===== src/rtl/core/pkcr_pkg.sv =====
// ----------------------------------------------------------------------------
// pkcr_pkg: shared types and codes of the PS/2 keyboard command responder
// Command and response byte codes, configuration register indexes, and the
// run descriptor that travels from the front part to the back part.
// ----------------------------------------------------------------------------
package pkcr_pkg;

  // Longest response run for one received byte
  localparam int unsigned RunMax     = 3;
  localparam int unsigned RunIdxW    = $clog2(RunMax);
  localparam int unsigned QueueDepth = 2;

  // Configuration port
  localparam int unsigned CfgIdxW  = 8;
  localparam int unsigned CfgDataW = 8;
  localparam logic [CfgIdxW-1:0] CFG_KEY_EMU  = 8'd0;
  localparam logic [CfgIdxW-1:0] CFG_INIT_SET = 8'd1;

  // Reset values
  localparam logic       KeyEmuReset  = 1'b1;
  localparam logic [7:0] InitSetReset = 8'h02;

  // Host commands
  localparam logic [7:0] CMD_LEDS      = 8'hED;
  localparam logic [7:0] CMD_ECHO      = 8'hEE;
  localparam logic [7:0] CMD_BAD_EF    = 8'hEF;
  localparam logic [7:0] CMD_SET       = 8'hF0;
  localparam logic [7:0] CMD_BAD_F1    = 8'hF1;
  localparam logic [7:0] CMD_READ_ID   = 8'hF2;
  localparam logic [7:0] CMD_TYPEMATIC = 8'hF3;
  localparam logic [7:0] CMD_ENABLE    = 8'hF4;
  localparam logic [7:0] CMD_RESEND    = 8'hFE;
  localparam logic [7:0] CMD_RESET     = 8'hFF;

  // Keyboard responses
  localparam logic [7:0] RSP_ACK    = 8'hFA;
  localparam logic [7:0] RSP_RESEND = 8'hFE;
  localparam logic [7:0] RSP_ECHO   = 8'hEE;
  localparam logic [7:0] RSP_BAT_OK = 8'hAA;
  localparam logic [7:0] RSP_ID_LO  = 8'hAB;
  localparam logic [7:0] RSP_ID_HI  = 8'h83;

  // LED argument limit (exclusive)
  localparam logic [7:0] LED_ARG_LIMIT = 8'h07;

  typedef logic [7:0] byte_t;

  typedef struct packed {
    logic       kbd_enabled;
    logic [2:0] led_bits;
    logic       leds_valid;
    byte_t      current_set;
    logic [1:0] table_choice;
  } status_t;

  typedef struct packed {
    byte_t [RunMax-1:0]  bytes;
    logic  [RunIdxW-1:0] last_idx;
    status_t             status;
  } run_t;

endpackage


===== src/rtl/core/pkcr_front.sv =====
// ----------------------------------------------------------------------------
// pkcr_front: command decoder and keyboard state
// Classifies each received byte, updates the keyboard state and builds the
// response run descriptor pushed into the queue.
// ----------------------------------------------------------------------------
module pkcr_front (
  input  logic                          clk_i,
  input  logic                          rst_ni,
  input  logic                          accept_i,
  input  logic [7:0]                    rx_byte_i,
  input  logic                          rx_error_i,
  input  logic                          cfg_we_i,
  input  logic [pkcr_pkg::CfgIdxW-1:0]  cfg_index_i,
  input  logic [pkcr_pkg::CfgDataW-1:0] cfg_data_i,
  output pkcr_pkg::run_t                run_o
);

  localparam logic [1:0] PH_IDLE      = 2'd0;
  localparam logic [1:0] PH_TYPEMATIC = 2'd1;
  localparam logic [1:0] PH_SET       = 2'd2;
  localparam logic [1:0] PH_LED       = 2'd3;

  logic [1:0] phase_q, phase_d;
  logic [7:0] last_sent_q, last_sent_d;
  logic       enable_q, enable_d;
  logic [7:0] set_q, set_d;
  logic [1:0] table_q, table_d;
  logic [2:0] led_q, led_d;
  logic       led_vld_q, led_vld_d;
  logic       key_emu_q;

  pkcr_pkg::run_t run;

  always_comb begin
    phase_d   = phase_q;
    enable_d  = enable_q;
    set_d     = set_q;
    table_d   = table_q;
    led_d     = led_q;
    led_vld_d = led_vld_q;
    run.bytes    = {pkcr_pkg::RunMax{pkcr_pkg::RSP_ACK}};
    run.last_idx = '0;

    if (phase_q == PH_IDLE) begin
      if (rx_error_i || (rx_byte_i < pkcr_pkg::CMD_LEDS) ||
          (rx_byte_i == pkcr_pkg::CMD_BAD_F1) || (rx_byte_i == pkcr_pkg::CMD_BAD_EF)) begin
        run.bytes[0] = pkcr_pkg::RSP_RESEND;
      end else begin
        case (rx_byte_i)
          pkcr_pkg::CMD_RESET: begin
            enable_d = 1'b0;
            if (key_emu_q) begin
              run.bytes[1] = pkcr_pkg::RSP_BAT_OK;
              run.last_idx = pkcr_pkg::RunIdxW'(1);
            end
          end
          pkcr_pkg::CMD_RESEND:    run.bytes[0] = last_sent_q;
          pkcr_pkg::CMD_ENABLE:    enable_d = 1'b1;
          pkcr_pkg::CMD_READ_ID: begin
            run.bytes[1] = pkcr_pkg::RSP_ID_LO;
            run.bytes[2] = pkcr_pkg::RSP_ID_HI;
            run.last_idx = pkcr_pkg::RunIdxW'(2);
            enable_d     = 1'b1;
          end
          pkcr_pkg::CMD_ECHO:      run.bytes[0] = pkcr_pkg::RSP_ECHO;
          pkcr_pkg::CMD_TYPEMATIC: phase_d = PH_TYPEMATIC;
          pkcr_pkg::CMD_SET:       phase_d = PH_SET;
          pkcr_pkg::CMD_LEDS:      phase_d = PH_LED;
          default:                 run.bytes[0] = pkcr_pkg::RSP_ACK;
        endcase
      end
    end else if (rx_error_i) begin
      // stay in the phase, ask for the argument again
      run.bytes[0] = pkcr_pkg::RSP_RESEND;
    end else begin
      phase_d = PH_IDLE;
      case (phase_q)
        PH_SET: begin
          if (rx_byte_i == 8'h00) begin
            run.bytes[1] = set_q;
            run.last_idx = pkcr_pkg::RunIdxW'(1);
          end else begin
            set_d = rx_byte_i;
            if (rx_byte_i inside {[8'd1:8'd3]}) begin
              table_d = rx_byte_i[1:0];
            end
          end
        end
        PH_LED: begin
          if (rx_byte_i < pkcr_pkg::LED_ARG_LIMIT) begin
            led_d     = rx_byte_i[2:0];
            led_vld_d = 1'b1;
          end
        end
        default: run.bytes[0] = pkcr_pkg::RSP_ACK;
      endcase
    end

    // track the last real byte sent, skipping resend requests
    last_sent_d = last_sent_q;
    for (int k = 0; k < pkcr_pkg::RunMax; k++) begin
      if ((pkcr_pkg::RunIdxW'(k) <= run.last_idx) &&
          (run.bytes[k] != pkcr_pkg::RSP_RESEND)) begin
        last_sent_d = run.bytes[k];
      end
    end

    run.status.kbd_enabled  = enable_d;
    run.status.led_bits     = led_d;
    run.status.leds_valid   = led_vld_d;
    run.status.current_set  = set_d;
    run.status.table_choice = table_d;
  end

  assign run_o = run;

  always_ff @(posedge clk_i or negedge rst_ni) begin
    if (!rst_ni) begin
      phase_q     <= PH_IDLE;
      last_sent_q <= 8'h00;
      enable_q    <= 1'b0;
      set_q       <= pkcr_pkg::InitSetReset;
      table_q     <= 2'd0;
      led_q       <= 3'd0;
      led_vld_q   <= 1'b0;
      key_emu_q   <= pkcr_pkg::KeyEmuReset;
    end else if (cfg_we_i) begin
      if (cfg_index_i == pkcr_pkg::CFG_KEY_EMU) begin
        key_emu_q <= cfg_data_i[0];
      end else if (cfg_index_i == pkcr_pkg::CFG_INIT_SET) begin
        set_q <= cfg_data_i[7:0];
      end
    end else if (accept_i) begin
      phase_q     <= phase_d;
      last_sent_q <= last_sent_d;
      enable_q    <= enable_d;
      set_q       <= set_d;
      table_q     <= table_d;
      led_q       <= led_d;
      led_vld_q   <= led_vld_d;
    end
  end

endmodule


===== src/rtl/core/pkcr_queue.sv =====
// ----------------------------------------------------------------------------
// pkcr_queue: run descriptor queue
// Small register queue between decoder and response sender.
// ----------------------------------------------------------------------------
module pkcr_queue #(
  parameter int unsigned Depth = pkcr_pkg::QueueDepth
) (
  input  logic           clk_i,
  input  logic           rst_ni,
  input  logic           push_i,
  input  pkcr_pkg::run_t push_data_i,
  input  logic           pop_i,
  output pkcr_pkg::run_t head_o,
  output logic           empty_o,
  output logic           full_o
);

  localparam int unsigned PtrW = $clog2(Depth);
  localparam int unsigned CntW = $clog2(Depth + 1);

  pkcr_pkg::run_t mem_q [Depth];
  logic [PtrW-1:0] wr_ptr_q, rd_ptr_q;
  logic [CntW-1:0] cnt_q;

  assign empty_o = (cnt_q == '0);
  assign full_o  = (cnt_q == CntW'(Depth));
  assign head_o  = mem_q[rd_ptr_q];

  always_ff @(posedge clk_i or negedge rst_ni) begin
    if (!rst_ni) begin
      wr_ptr_q <= '0;
      rd_ptr_q <= '0;
      cnt_q    <= '0;
    end else begin
      if (push_i) begin
        wr_ptr_q <= (wr_ptr_q == PtrW'(Depth - 1)) ? '0 : wr_ptr_q + 1'b1;
      end
      if (pop_i) begin
        rd_ptr_q <= (rd_ptr_q == PtrW'(Depth - 1)) ? '0 : rd_ptr_q + 1'b1;
      end
      if (push_i && !pop_i) begin
        cnt_q <= cnt_q + 1'b1;
      end else if (pop_i && !push_i) begin
        cnt_q <= cnt_q - 1'b1;
      end
    end
  end

  always_ff @(posedge clk_i) begin
    if (push_i) begin
      mem_q[wr_ptr_q] <= push_data_i;
    end
  end

endmodule


===== src/rtl/core/pkcr_back.sv =====
// ----------------------------------------------------------------------------
// pkcr_back: response sender
// Walks the head run one byte per beat into the output register.
// ----------------------------------------------------------------------------
module pkcr_back (
  input  logic              clk_i,
  input  logic              rst_ni,
  input  pkcr_pkg::run_t    head_i,
  input  logic              head_valid_i,
  output logic              pop_o,
  input  logic              out_stall_i,
  output logic              out_valid_o,
  output logic [7:0]        tx_byte_o,
  output logic              last_of_run_o,
  output pkcr_pkg::status_t status_o
);

  logic [pkcr_pkg::RunIdxW-1:0] idx_q;
  logic                         out_valid_q;
  logic [7:0]                   tx_byte_q;
  logic                         last_q;
  pkcr_pkg::status_t            status_q;
  logic                         load;
  logic                         is_last;

  assign load    = head_valid_i && (!out_valid_q || !out_stall_i);
  assign is_last = (idx_q == head_i.last_idx);
  assign pop_o   = load && is_last;

  always_ff @(posedge clk_i or negedge rst_ni) begin
    if (!rst_ni) begin
      out_valid_q <= 1'b0;
      idx_q       <= '0;
    end else begin
      if (load) begin
        out_valid_q <= 1'b1;
        idx_q       <= is_last ? '0 : idx_q + 1'b1;
      end else if (!out_stall_i) begin
        out_valid_q <= 1'b0;
      end
    end
  end

  always_ff @(posedge clk_i) begin
    if (load) begin
      tx_byte_q <= head_i.bytes[idx_q];
      last_q    <= is_last;
      status_q  <= head_i.status;
    end
  end

  assign out_valid_o   = out_valid_q;
  assign tx_byte_o     = tx_byte_q;
  assign last_of_run_o = last_q;
  assign status_o      = status_q;

endmodule


===== src/rtl/core/ps2_keyboard_command_responder_core.sv =====
// ----------------------------------------------------------------------------
// ps2_keyboard_command_responder_core: PS/2 keyboard host command responder
// Keyboard side of the host command set: takes host bytes, answers with a
// run of one to three response bytes and reports the keyboard state.
// ----------------------------------------------------------------------------
//
//  Channel   Direction  Handshake                Payload
//  -------   ---------  -----------------------  ---------------------------------
//  in        to core    in_valid_i / in_stall_o  rx_byte_i, rx_error_i
//  out       from core  out_valid_o / out_stall_i tx_byte_o, last_of_run_o, status
//  cfg       to core    cfg_valid_i / cfg_ready_o cfg_index_i, cfg_data_i
//
//  An item has one to three response bytes; the sender moves one byte per beat
//  out of its output register.
//  The decoder takes a new byte every cycle while the run queue has room; it
//  stalls the input only when the queue is full.
//  A stall on the output holds the output register; the decoder keeps filling
//  the queue behind it.
//  Reset clears all control state at once; no clearing pass is needed.
//
module ps2_keyboard_command_responder_core #(
  parameter int unsigned QueueDepth = pkcr_pkg::QueueDepth
) (
  input  logic                          clk_i,
  input  logic                          rst_ni,
  // host byte channel
  input  logic                          in_valid_i,
  output logic                          in_stall_o,
  input  logic [7:0]                    rx_byte_i,
  input  logic                          rx_error_i,
  // response channel
  output logic                          out_valid_o,
  input  logic                          out_stall_i,
  output logic [7:0]                    tx_byte_o,
  output logic                          last_of_run_o,
  output logic                          kbd_enabled_o,
  output logic [2:0]                    led_bits_o,
  output logic                          leds_valid_o,
  output logic [7:0]                    current_set_o,
  output logic [1:0]                    table_choice_o,
  // configuration writes
  input  logic                          cfg_valid_i,
  output logic                          cfg_ready_o,
  input  logic [pkcr_pkg::CfgIdxW-1:0]  cfg_index_i,
  input  logic [pkcr_pkg::CfgDataW-1:0] cfg_data_i
);

  logic              accept;
  logic              q_full;
  logic              q_empty;
  logic              q_pop;
  pkcr_pkg::run_t    run_in;
  pkcr_pkg::run_t    run_head;
  pkcr_pkg::status_t status;

  // Always take register writes; a write blocks the state update of a host byte accepted with it
  assign cfg_ready_o = 1'b1;

  // Hold the host side only while the queue has no free slot
  assign in_stall_o = q_full;
  assign accept     = in_valid_i && !q_full;

  // Decode the beat and update keyboard state on acceptance
  pkcr_front u_front (
    .clk_i       (clk_i),
    .rst_ni      (rst_ni),
    .accept_i    (accept),
    .rx_byte_i   (rx_byte_i),
    .rx_error_i  (rx_error_i),
    .cfg_we_i    (cfg_valid_i && cfg_ready_o),
    .cfg_index_i (cfg_index_i),
    .cfg_data_i  (cfg_data_i),
    .run_o       (run_in)
  );

  // Buffer decoded runs so decoder and sender stall independently
  pkcr_queue #(
    .Depth (QueueDepth)
  ) u_queue (
    .clk_i       (clk_i),
    .rst_ni      (rst_ni),
    .push_i      (accept),
    .push_data_i (run_in),
    .pop_i       (q_pop),
    .head_o      (run_head),
    .empty_o     (q_empty),
    .full_o      (q_full)
  );

  // Send the run one byte per beat; pop on its final byte
  pkcr_back u_back (
    .clk_i         (clk_i),
    .rst_ni        (rst_ni),
    .head_i        (run_head),
    .head_valid_i  (!q_empty),
    .pop_o         (q_pop),
    .out_stall_i   (out_stall_i),
    .out_valid_o   (out_valid_o),
    .tx_byte_o     (tx_byte_o),
    .last_of_run_o (last_of_run_o),
    .status_o      (status)
  );

  assign kbd_enabled_o  = status.kbd_enabled;
  assign led_bits_o     = status.led_bits;
  assign leds_valid_o   = status.leds_valid;
  assign current_set_o  = status.current_set;
  assign table_choice_o = status.table_choice;

endmodule


===== config.mk =====
export PLATFORM = sky130hd
export DESIGN_NAME = ps2_keyboard_command_responder_core
export DESIGN_NICKNAME = d
export VERILOG_FILES = /design/src/rtl/core/pkcr_pkg.sv /design/src/rtl/core/pkcr_front.sv /design/src/rtl/core/pkcr_queue.sv /design/src/rtl/core/pkcr_back.sv /design/src/rtl/core/ps2_keyboard_command_responder_core.sv
export SDC_FILE = /design/constraint.sdc
export NUM_CORES = 1
export LEC_CHECK = 0
export CORE_MARGIN = 3
export CORE_UTILIZATION = 26
export CTS_BUF_LIST = sky130_fd_sc_hd__clkbuf_8
export CTS_CLUSTER_DIAMETER = 150
export CTS_CLUSTER_SIZE = 30
export DETAILED_ROUTE_END_ITERATION = 12
export DONT_BUFFER_PORTS = 1
export SLEW_MARGIN = 10
export SYNTH_ARGS = -nofsm -noshare
export SYNTH_HDL_FRONTEND = slang
export SYNTH_SLANG_ARGS = --single-unit
export TNS_END_PERCENT = 5

===== constraint.sdc =====
create_clock -name clk_i -period 2.6 [get_ports clk_i]
set_input_delay 0.52 -clock clk_i [delete_from_list [all_inputs] [get_ports clk_i]]
set_output_delay 0.52 -clock clk_i [all_outputs]
set_load 0.005 [all_outputs]

* Word-level counts from Yosys, hierarchy flattened
Memory sizes are Yosys's and may differ from the RTL's. Cells that the tools add are included.
Word-level totals: RAM bits 80, output and inout port bits 27, input port bits 30, logic and storage cells 151, bits in registers 57, memories kept 1
Memory list:
- u_queue.mem_q | words 2, bits a word 40, read ports 1, clocked after memory_dff 0, wr ports 1, RTL line pkcr_queue.sv:21 | pkcr_pkg::run_t mem_q [Depth];
Operators by class: $lt $le $gt $ge 8, bitwise gates (word level) 1, equality and inequality tests 24, reductions and logical operators 32, add/sub/neg operators 5, muxes and demuxes 60
Operator list (count):
- 8-bit two-way mux | 16
- 8-bit equality test (second input constant) | 10
- 2-bit two-way mux | 12
- 8-bit inequality test (second input constant) | 3
- 7-bit two-way mux | 3
- 18-bit two-way mux | 1
- 8-bit binary-select mux with 2-bit select | 1
- 8-bit logical NOT | 2
- 1-bit two-way mux | 16
- 8-bit case mux with 2 select lines | 1
- 15-bit two-way mux | 1
- 3-bit two-way mux | 5
- 7-bit case mux with 2 select lines | 1
- 1-bit logical AND | 9
- 8-bit by 1-bit equality test with 1-bit output (second input constant) | 1
- 8-bit by 1-bit >= comparator with 1-bit output (second input constant) | 1
- 8-bit by 2-bit less-or-equal comparator with 1-bit output (second input constant) | 1
- 8-bit by 3-bit less-than comparator with 1-bit output (second input constant) | 1
- 8-bit less-than comparator (second input constant) | 1
- 2-bit equality test (second input constant) | 3
- 1-bit logical NOT | 6
- 2-bit by 1-bit inequality test with 1-bit output (second input constant) | 3
- 2-bit case mux with 3 select lines | 1
- 3-bit AND reduction | 2
- other kinds (19) | 29

* Depth between registers and ports, before layout
Gate-level depths: netlist (run 1).
word-level depth 11, mapped depth 8, depth with buffers taken out 8

* By module
A second synthesis (run 1) with hierarchy kept.
Second synthesis, totals: cells, all modules 443, area total of the unflattened synthesis 6422.4 um2
Modules (own cells, without submodules):
- pkcr_queue | sequential area each 2562.5 um2, times used 1, cells each 144, area each 3348.2 um2
- pkcr_front | sequential area each 653.1 um2, times used 1, cells each 225, area each 1968.1 um2
- pkcr_back | sequential area each 795.8 um2, times used 1, cells each 70, area each 1077.3 um2
- ps2_keyboard_command_responder_core | sequential area each 0.0 um2, times used 1, cells each 4, area each 28.8 um2

* Least setup slack after synthesis (run 1)
OpenSTA, ideal clock, no wires.
path type input to register, start point input out_stall_i, end point register u_queue.cnt_q[1], setup slack -0.233 ns, data required time 2.521 ns, cell stages on the path 6, setup time 0.079 ns, arrival time 2.754 ns, path buffers 0, path through a21oi_1 > nand2_1 > ha_1 > xor2_1 > nor2_1 > xor2_1
Between the ends: cells in the longest elaborated chain, start to end 7, elaborated cells between the ends (all ways) 9, classes of those cells mux: 1; reduce/logical: 8
Ends and longest elaborated chain:
- start: declaration | RTL line ps2_keyboard_command_responder_core.sv:33 | input logic out_stall_i,
- 1-bit logical NOT (*) | RTL line pkcr_back.sv:26 | assign load = head_valid_i && (!out_valid_q || !out_stall_i);
- 1-bit logical OR (*) | RTL line pkcr_back.sv:26
- 1-bit logical AND (*) | RTL line pkcr_back.sv:26
- 1-bit logical AND (*) | RTL line pkcr_back.sv:28 | assign pop_o = load && is_last;
- 1-bit logical NOT | RTL line pkcr_queue.sv:41 | if (push_i && !pop_i) begin
- 1-bit logical AND | RTL line pkcr_queue.sv:41
- 2-bit two-way mux / 2-bit nonzero test (equally long branches)
- end signal: assignment | RTL line pkcr_queue.sv:42 | cnt_q <= cnt_q + 1'b1;
- end signal: assignment | RTL line pkcr_queue.sv:44 | cnt_q <= cnt_q - 1'b1;
- end: declaration | RTL line pkcr_queue.sv:23 | logic [CntW-1:0] cnt_q;
Mark *: on every way between the ends. The rest lies on a longest branch, timed or not. A chain may end at the register's enable or synchronous reset.

==> results of run 1 <==
-- registers in the layout, indices dropped and copies added (netlist names), 2 cells and up --
register / cells
u_queue.mem_q: 70
u_front.led_q: 3
u_front.phase_q: 2
u_queue.cnt_q: 2
u_back.idx_q: 2
u_back.status_o: 15
u_front.last_sent_q: 8
u_front.table_q: 2
u_front.set_q: 8
u_back.tx_byte_o: 8
-- layer usage --
layer,vias to the layer above,wire (um)
met2,89,5500
met5,-,0
met4,0,111
met3,6,887
li1,1470,-
met1,1572,5200
-- final cells by class --
class | count | area [sq um] | share of cell area
inverter | 12 | 45.0 | 0.00714
timing repair buffer | 10 | 90.1 | 0.0143
tap | 270 | 338 | 0.0536
antenna | 1 | 2.50 | 0.000397
clock inverter | 15 | 169 | 0.0268
sequential | 127 | 3650 | 0.579
clock buffer | 17 | 234 | 0.0371
multi-input combinational | 223 | 1780 | 0.282
-- cells by family after synthesis --
| family | count (synthesis) | synth area share |
|---|---|---|
| flops | 127 | 0.657 |
| simple gates | 111 | 0.125 |
| compound gates | 60 | 0.0815 |
| mux | 42 | 0.0954 |
| buf+inv | 30 | 0.0259 |
| xor+xnor | 8 | 0.0126 |
| fa+ha+maj | 1 | 0.00225 |
| other cells | 1 | 0.000674 |
-- through the flow --
step                cell area [sq um]  cells  setup WS [ns]  power [mW]
floorplan                        5560    380         0.0312        4.36
global placement                 5870    640          0.630        4.81
detailed placement               5870    640          0.598        4.86
CTS                              6310    674          0.587        6.59
global route                     6310    674          0.500        6.87
finish                           6310    675          0.605        6.48
-- what timing repair did --
item	CTS	global route
hold buffers	2	0
resized for setup	0	0
hold endpoints to repair	33	0
-- critical path, stage by stage (launching register included) --
cell and delay [ns]:
dfrtp_1 0.43, nor2_1 0.40, and3_1 0.31, nand3_1 0.31
and2_1 0.25, o22a_1 0.17
-- cells in the final DEF (no fill, tap or decap), types with 4 or more instances in the layout --
cell type and count:
and3_1 5, or2_2 9, buf_4 8, o21ai_0 9
or3b_2 5, clkbuf_8 17, o211a_1 8, mux2_2 24
mux4_2 6, dfrtp_1 31, nor2b_1 4, edfxtp_1 94
clkinvlp_4 4, nor2_1 16, nand3_1 9, o21a_1 5
mux2i_1 11, a21oi_1 5, and2_1 4, nand2b_1 13
a31oi_1 6, xnor2_1 5, a22o_1 8, o22a_1 5
inv_1 11, nand2_1 19
-- worst max-delay path by stage --
stage                       start                      to  slack, ns  cells past startpoint
2_1_floorplan    u_queue.cnt_q[0]     u_queue.mem_q[0][0]       0.03                      3
3_3_place_gp     u_queue.rd_ptr_q     u_back.tx_byte_o[0]       0.63                      3
3_5_place_dp         rx_byte_i[4]        u_front.led_q[1]       0.60                      4
4_1_cts          u_queue.rd_ptr_q     u_back.tx_byte_o[0]       0.59                      3
5_1_grt        u_front.phase_q[1]  u_front.last_sent_q[3]       0.50                      5
6_report       u_front.phase_q[1]  u_front.last_sent_q[3]       0.61                      5
-- power breakdown --
part	switching, mW	leakage (nW)	internal (mW)
Sequential	0.363	1.21	2.96
Combinational	0.803	0.828	0.652
Clock	0.760	0.193	0.941
==> impl_metrics.py, run 1 <==
metrics = {
    "run_status": {
        "status": "finished clean",
    },
    "global_routing": {
        "grt_util_met1": 0.132,
        "use_met2": 0.158,
        "busiest_layer": "met2",
        "use_met3": 0.0440,
        "grt_first_pass_wirelength_um": 18700,
        "grt_pass1_vias": 3234,
        "antenna_found_initial": 1,
        "overflow": 0,
        "grt_max_degree": 36,
        "grt_usage": 0.104,
    },
    "yosys": {
        "ys_ff_latch": 127,
        "yosysTopAreaCellShare": 0.508,
        "syn_nets": 411,
        "yosys-top-cells-count": "94 x edfxtp_1, 31 x dfrtp_1, 24 x mux2_2",
        "synth_most_common_cell": "edfxtp_1",
        "syn_area_per_cell_sq_um": 14.6,
        "synth.area.top_cells": "edfxtp_1 51%, dfrtp_1 14%, mux2_2 4.9%, mux4_2 2.4%, mux2i_1 2.0%",
        "syn-cell-area_sq_um": 5560,
        "synthFlopType": "edfxtp_1",
        "yosysWarnings": 0,
        "synth_cell_types": 57,
        "async_reset_ff_frac": 0.260,
        "synth_top_area_cell": "edfxtp_1",
        "ys_seq_area_frac": 0.657,
        "synth_edf_count": 94,
        "syn_inst": 380,
    },
    "place": {
        "dpl.hpwl_um": 8350,
        "port_buffers": 0,
        "gp_congestion": 0.869,
    },
    "clock_tree": {
        "ctsHtreeMaxLevel": 4,
        "numCtsBuffers": 17,
        "cts.sink_count": 127,
        "clock_path_buffers": 2,
        "cts-root-buf": "clkbuf_8",
        "clk_pin_slew_worst_paths_ns": 0.07,
        "tritoncts": "done",
        "insertion_delay_ns": 0.43,
        "post_cts_buffers": 0,
    },
    "critical_path": {
        "r2r_setup_slack_ns": 0.61,
        "start_kind": "register",
        "critical_path_class": "register to register",
        "cp-end-kind": "register",
        "rr_worst_depth": 5,
        "cp.arrival_ns": 2.30,
        "timing.rr.start": "u_front.phase_q[1]",
        "path_max_fanout": 8,
        "worst_ep_required_time_ns": 2.91,
        "r2r-end": "u_front.last_sent_q[3]",
    },
    "timing": {
        "holdWs_ns": 0.194,
        "max_freq_mhz": 501,
        "final.setup_skew_ns": 0.0110,
        "finalHoldViolCount": 0,
        "maxSlewViolCount": 0,
        "finalSetupViolCount": 0,
        "rsz0062_at_grt": "no",
        "period_minus_slack_ns": 1.99,
        "fin_crit_sh": 0.767,
        "finalSetupTns_ns": 0,
    },
    "detailed_routing": {
        "antenna_left": 0,
        "num_vias": 3137,
        "firstDrtPassIters": 4,
        "wirelength_um": 11700,
        "drt_iter0_markers": 241,
        "wl_per_cell_um": 17.3,
        "drc": 0,
        "via_per_inst": 4.65,
    },
    "die": {
        "boundaryPins": 57,
        "dieWidth_um": 152,
        "initial_core_util": 0.270,
        "coreArea_sq_um": 20600,
        "rows": 52,
        "chipHeight_um": 152,
        "dieArea_sq_um": 23200,
    },
    "finish": {
        "fin_nets": 422,
        "drive_gt1_frac": 0.238,
        "final_core_utilization": 0.306,
        "fillers": 2023,
        "area_growth_pct": 13.5,
    },
    "worst_hold_path": {
        "holdPathStages": 1,
        "hold_class": "input port to register",
        "worstHoldStart": "rx_byte_i[2]",
        "hold_path_end": "u_front.enable_q",
    },
    "job": {
        "cap_viol_max_count": 0,
    },
    "power": {
        "ir_drop_mv": 0.343,
        "p_leak_nw": 2.23,
        "power.density_nw_per_um2": 1030,
    },
}
Note: power is estimated with default switching activity, not from simulation.
==> inputs of run 2 (changes only) <==
Clock period 2.6 ns to 1.6 ns, I/O delays scaled along.
==> impl_metrics.py, run 2 (synthesis results as in run 1) <==
metrics = {
    "run_status": {
        "status": "finished, violations left",
        "violations": "setup timing",
    },
    "critical_path": {
        "cp.arrival_ns": 2.06,
        "worst_path_most_repeated_cell": "xor2_1",
        "cp-end-kind": "register",
        "critPathTopFamily": "XOR/XNOR gates",
        "worstPathCellList": "mux2i_2 > xnor2_1 > nor2_2 > nand2_2 > ha_4 > xor2_1 > nor2_1 > xor2_1",
        "start_kind": "register",
        "critical_path_class": "register to register",
        "crit_slowest_cell": "dfrtp_2",
        "worst_ep_required_time_ns": 1.96,
        "critical_path.max_stage_delay_ns": 0.42,
        "crit_buf_inv": 0,
        "path_max_fanout": 4,
    },
    "power": {
        "ir_drop_mv": 0.539,
        "p_leak_nw": 2.41,
        "power.density_nw_per_um2": 1570,
    },
    "global_routing": {
        "grt_max_degree": 36,
        "grt_pass1_vias": 3516,
        "overflow": 0,
        "grt_first_pass_wirelength_um": 20000,
        "antenna_found_initial": 0,
        "grt_usage": 0.112,
    },
    "clock_tree": {
        "clock_path_buffers": 2,
        "cts-root-buf": "clkbuf_8",
        "cts.sink_count": 127,
        "clk_pin_slew_worst_paths_ns": 0.07,
        "tritoncts": "done",
        "insertion_delay_ns": 0.43,
        "numCtsBuffers": 17,
        "ctsHtreeMaxLevel": 4,
    },
    "detailed_routing": {
        "antenna_left": 0,
        "num_vias": 3349,
        "wirelength_um": 12700,
        "drt_iter0_markers": 242,
        "firstDrtPassIters": 5,
        "drc": 0,
        "via_per_inst": 4.70,
        "wl_per_cell_um": 17.9,
    },
    "timing": {
        "finalSetupViolCount": 29,
        "period_minus_slack_ns": 1.71,
        "tightest_slew_ns": 0.632,
        "slew_headroom": 0.575,
        "setup_slack_ns": -0.106,
        "final.setup_skew_ns": 0.00537,
        "max_freq_mhz": 586,
        "maxSlewViolCount": 0,
        "fin_crit_sh": 1.07,
        "holdWs_ns": 0.107,
        "finalHoldViolCount": 0,
        "rsz0062_at_grt": "yes",
    },
    "finish": {
        "largest_reg_flops": 70,
        "final_core_utilization": 0.324,
        "final_common_cell": "edfxtp_1",
        "regMostFlops": "u_queue.mem_q",
        "layout_common_cells": "94 x edfxtp_1, 37 x buf_4, 29 x dfrtp_1",
        "area_growth_pct": 20.3,
        "fin_nets": 461,
        "n_antenna_cell": 0,
        "drive_gt1_frac": 0.317,
    },
    "die": {
        "initial_core_util": 0.270,
        "rows": 52,
        "dieArea_sq_um": 23200,
        "chipHeight_um": 152,
        "coreArea_sq_um": 20600,
        "boundaryPins": 57,
        "dieWidth_um": 152,
    },
    "worst_hold_path": {
        "hold_class": "input port to register",
    },
    "place": {
        "gp_congestion": 0.899,
        "dpl.hpwl_um": 8740,
        "port_buffers": 0,
    },
    "job": {
        "cap_viol_max_count": 0,
    },
}
## run 2: layout make-up
cell class              instances  area (sq um)
clock buffers                  17           234
clock inverters                14          62.6
fillers                      1982         13900
inverters                      12          47.5
multi-input cells             223          1910
flip-flops and latches        127          3650
well taps                     270           338
repair buffers                 49           440
## run 2: through the flow
stage	setup slack, ns	setup TNS (ns)	cells	power, mW	cell area, sq um
6_report	-0.106	-0.883	712	10.5	6690
5_1_grt	-0.238	-4.54	712	11.1	6690
4_1_cts	-0.178	-1.76	711	10.6	6610
3_5_place_dp	-0.255	-4.59	672	8.23	6160
3_3_place_gp	-0.138	-2.40	672	8.09	6160
2_1_floorplan	-0.163	-1.78	380	7.11	5580
## run 2: final timing paths
check / start / to / slack [ns] / depth (start not counted)
worst min-delay path: rx_byte_i[1] / u_front.phase_q[1] / 0.11 / 3
worst max register to register: u_queue.rd_ptr_q / u_queue.cnt_q[1] / -0.11 / 8
worst min register to register: u_front.led_vld_q / u_front.led_vld_q / 0.46 / 1
worst max-delay path: u_queue.rd_ptr_q / u_queue.cnt_q[1] / -0.11 / 8
max in group asynchronous: rst_ni / u_front.key_emu_q / 1.00 / 2
min in group asynchronous: rst_ni / u_front.set_q[7] / 0.36 / 2
## run 2: report_power, final
part | switching, mW | leakage, nW | internal (mW)
logic | 1.54 | 1.04 | 1.40
clock network | 1.17 | 0.166 | 0.996
registers | 0.541 | 1.20 | 4.81
total | 3.26 | 2.41 | 7.21
## run 2: what timing repair did
action / 4_1_cts / 5_1_grt
pin swaps: 6 / 12
resized for setup: 11 / 21
setup buffers: 1 / 1
cloned: 0 / 0
hold buffers: 7 / 0
endpoints found under the hold margin: 39 / 0
endpoints found under the setup margin: 55 / 69
## run 2: tightest hold or removal path, stage by stage
cell	delay (ns)
nor4_1	0.03
nand3_1	0.07
o2bb2ai_1	0.07
## run 2: routing by layer
metal | routed length [um] | global-route usage | vias to the layer above
met2 | 5990 | 0.173 | 106
met1 | 5670 | 0.142 | 1669
li1 | - | - | 1548
met3 | 770 | 0.0415 | 26
met4 | 316 | 0.0488 | 0
met5 | 0 | 0 | -
==> inputs of run 3 (changes only) <==
Settings changed: CORE_UTILIZATION 26 to 30.
==> impl_metrics.py, run 3 (synthesis results as in run 1) <==
metrics = {
    "finish": {
        "stdcell_area_sq_um": 6840,
        "n_antenna_cell": 0,
        "fin_nets": 471,
        "area_growth_pct": 23.0,
        "final_common_cell": "edfxtp_1",
        "drive_gt1_frac": 0.355,
        "largest_reg_flops": 70,
        "layout_common_cells": "94 x edfxtp_1, 45 x buf_4, 31 x dfrtp_1",
        "regMostFlops": "u_queue.mem_q",
    },
    "power": {
        "p_leak_nw": 2.51,
        "ir_drop_mv": 0.528,
        "power.density_nw_per_um2": 1650,
    },
    "detailed_routing": {
        "firstDrtPassIters": 4,
        "num_vias": 3350,
        "via_per_inst": 4.91,
        "antenna_left": 0,
        "drc": 0,
        "wl_per_cell_um": 18.2,
        "drt_iter0_markers": 261,
        "wirelength_um": 12400,
    },
    "clock_tree": {
        "insertion_delay_ns": 0.43,
        "numCtsBuffers": 17,
        "clock_path_buffers": 2,
        "ctsHtreeMaxLevel": 4,
        "cts.sink_count": 127,
        "clk_pin_slew_worst_paths_ns": 0.08,
        "tritoncts": "done",
        "cts-root-buf": "clkbuf_8",
    },
    "job": {
        "cap_viol_max_count": 0,
    },
    "die": {
        "boundaryPins": 57,
        "rows": 49,
        "chipHeight_um": 142,
        "coreArea_sq_um": 18100,
        "dieWidth_um": 142,
        "initial_core_util": 0.307,
        "dieArea_sq_um": 20200,
    },
    "timing": {
        "fin_crit_sh": 1.06,
        "final.setup_skew_ns": 0.0129,
        "rsz0062_at_grt": "yes",
        "setup_slack_ns": -0.0972,
        "tightest_slew_ns": 0.663,
        "period_minus_slack_ns": 1.70,
        "maxSlewViolCount": 0,
        "max_freq_mhz": 589,
        "finalSetupViolCount": 26,
        "slew_headroom": 0.552,
        "finalSetupTns_ns": -0.587,
        "finalHoldViolCount": 0,
    },
    "critical_path": {
        "cp.arrival_ns": 2.04,
        "critical_path.max_stage_delay_ns": 0.42,
        "crit_slowest_cell": "dfrtp_1",
        "worstPathCellList": "mux2i_1 > xnor2_1 > nor2_2 > nand2_2 > ha_4 > xor2_1 > nor2_1 > xor2_1",
        "path_max_fanout": 4,
        "critical_path_class": "register to register",
        "worst_path_most_repeated_cell": "xor2_1",
        "start_kind": "register",
        "worst_ep_required_time_ns": 1.95,
        "cp-end-kind": "register",
    },
    "place": {
        "gp_congestion": 0.874,
        "port_buffers": 0,
        "dpl.hpwl_um": 8610,
        "place_area_sq_um": 6220,
    },
    "global_routing": {
        "grt_first_pass_wirelength_um": 19500,
        "antenna_found_initial": 0,
        "overflow": 0,
        "grt_usage": 0.127,
        "grt_max_degree": 36,
        "grt_pass1_vias": 3471,
    },
    "run_status": {
        "violations": "setup timing",
        "status": "finished, violations left",
    },
    "worst_hold_path": {
        "hold_class": "input port to register",
    },
}
[run 3: metrics by stage]
stage          utilization  hold WS (ns)  std cells  setup slack [ns]  power (mW)
3_5_place_dp         0.344        0.0256        642            -0.153        8.27
4_1_cts              0.373        0.0186        683           -0.0992        11.3
2_1_floorplan            -        0.0244        380            -0.163        7.11
3_3_place_gp         0.344        0.0262        642            -0.128        8.14
5_1_grt              0.378        0.0211        682            -0.229        11.9
6_report             0.378        0.0436        682           -0.0972        11.3
[run 3: per-layer routing]
layer  up-vias  track usage  routed length [um]
met4         0       0.0465                 214
met5         -            0                   0
met2        88        0.191                5960
li1       1570            -                   -
met3        13       0.0457                 795
met1      1679        0.169                5480
[run 3: final cells by class]
| class | count | area (sq um) |
|---|---|---|
| inverters | 12 | 47.5 |
| well taps | 229 | 287 |
| fillers | 1680 | 11200 |
| clock inverters | 14 | 168 |
| multi-input cells | 223 | 1900 |
| flip-flops and latches | 127 | 3650 |
| clock buffers | 18 | 248 |
| repair buffers | 59 | 543 |
[run 3: worst paths after layout]
check                                  startpoint                end  slack (ns)  cells after the start
worst max-delay path             u_queue.rd_ptr_q   u_queue.cnt_q[1]        -0.1                      8
worst min-delay path                cfg_data_i[0]  u_front.key_emu_q        0.04                      1
worst max register to register   u_queue.rd_ptr_q   u_queue.cnt_q[1]        -0.1                      8
worst min register to register  u_front.led_vld_q  u_front.led_vld_q        0.48                      1
max in group asynchronous                  rst_ni   u_front.set_q[1]        0.99                      2
min in group asynchronous                  rst_ni   u_front.set_q[2]        0.35                      2
[run 3: critical path: cells and delay by family, from the launching register on]
family,cells,cell delay (ns)
flip-flops,1,0.42
AND/OR/NAND/NOR,3,0.38
XOR/XNOR,3,0.41
adder cells (fa/ha/maj),1,0.17
multiplexers,1,0.24
[run 3: timing repair]
item                       4_1_cts  5_1_grt
gates cloned                     1        0
pin swaps                       11       12
resized for setup               11       25
hold endpoints to repair        35        0
setup buffers                    4        1
hold buffers                     5        0
setup endpoints to repair       35       91
[run 3: report_power, final]
part / leakage [nW] / switching [mW] / internal, mW
Sequential: 1.21 / 0.515 / 4.80
Clock: 0.199 / 1.30 / 1.58
Combinational: 1.11 / 1.57 / 1.51
Total: 2.51 / 3.38 / 7.89
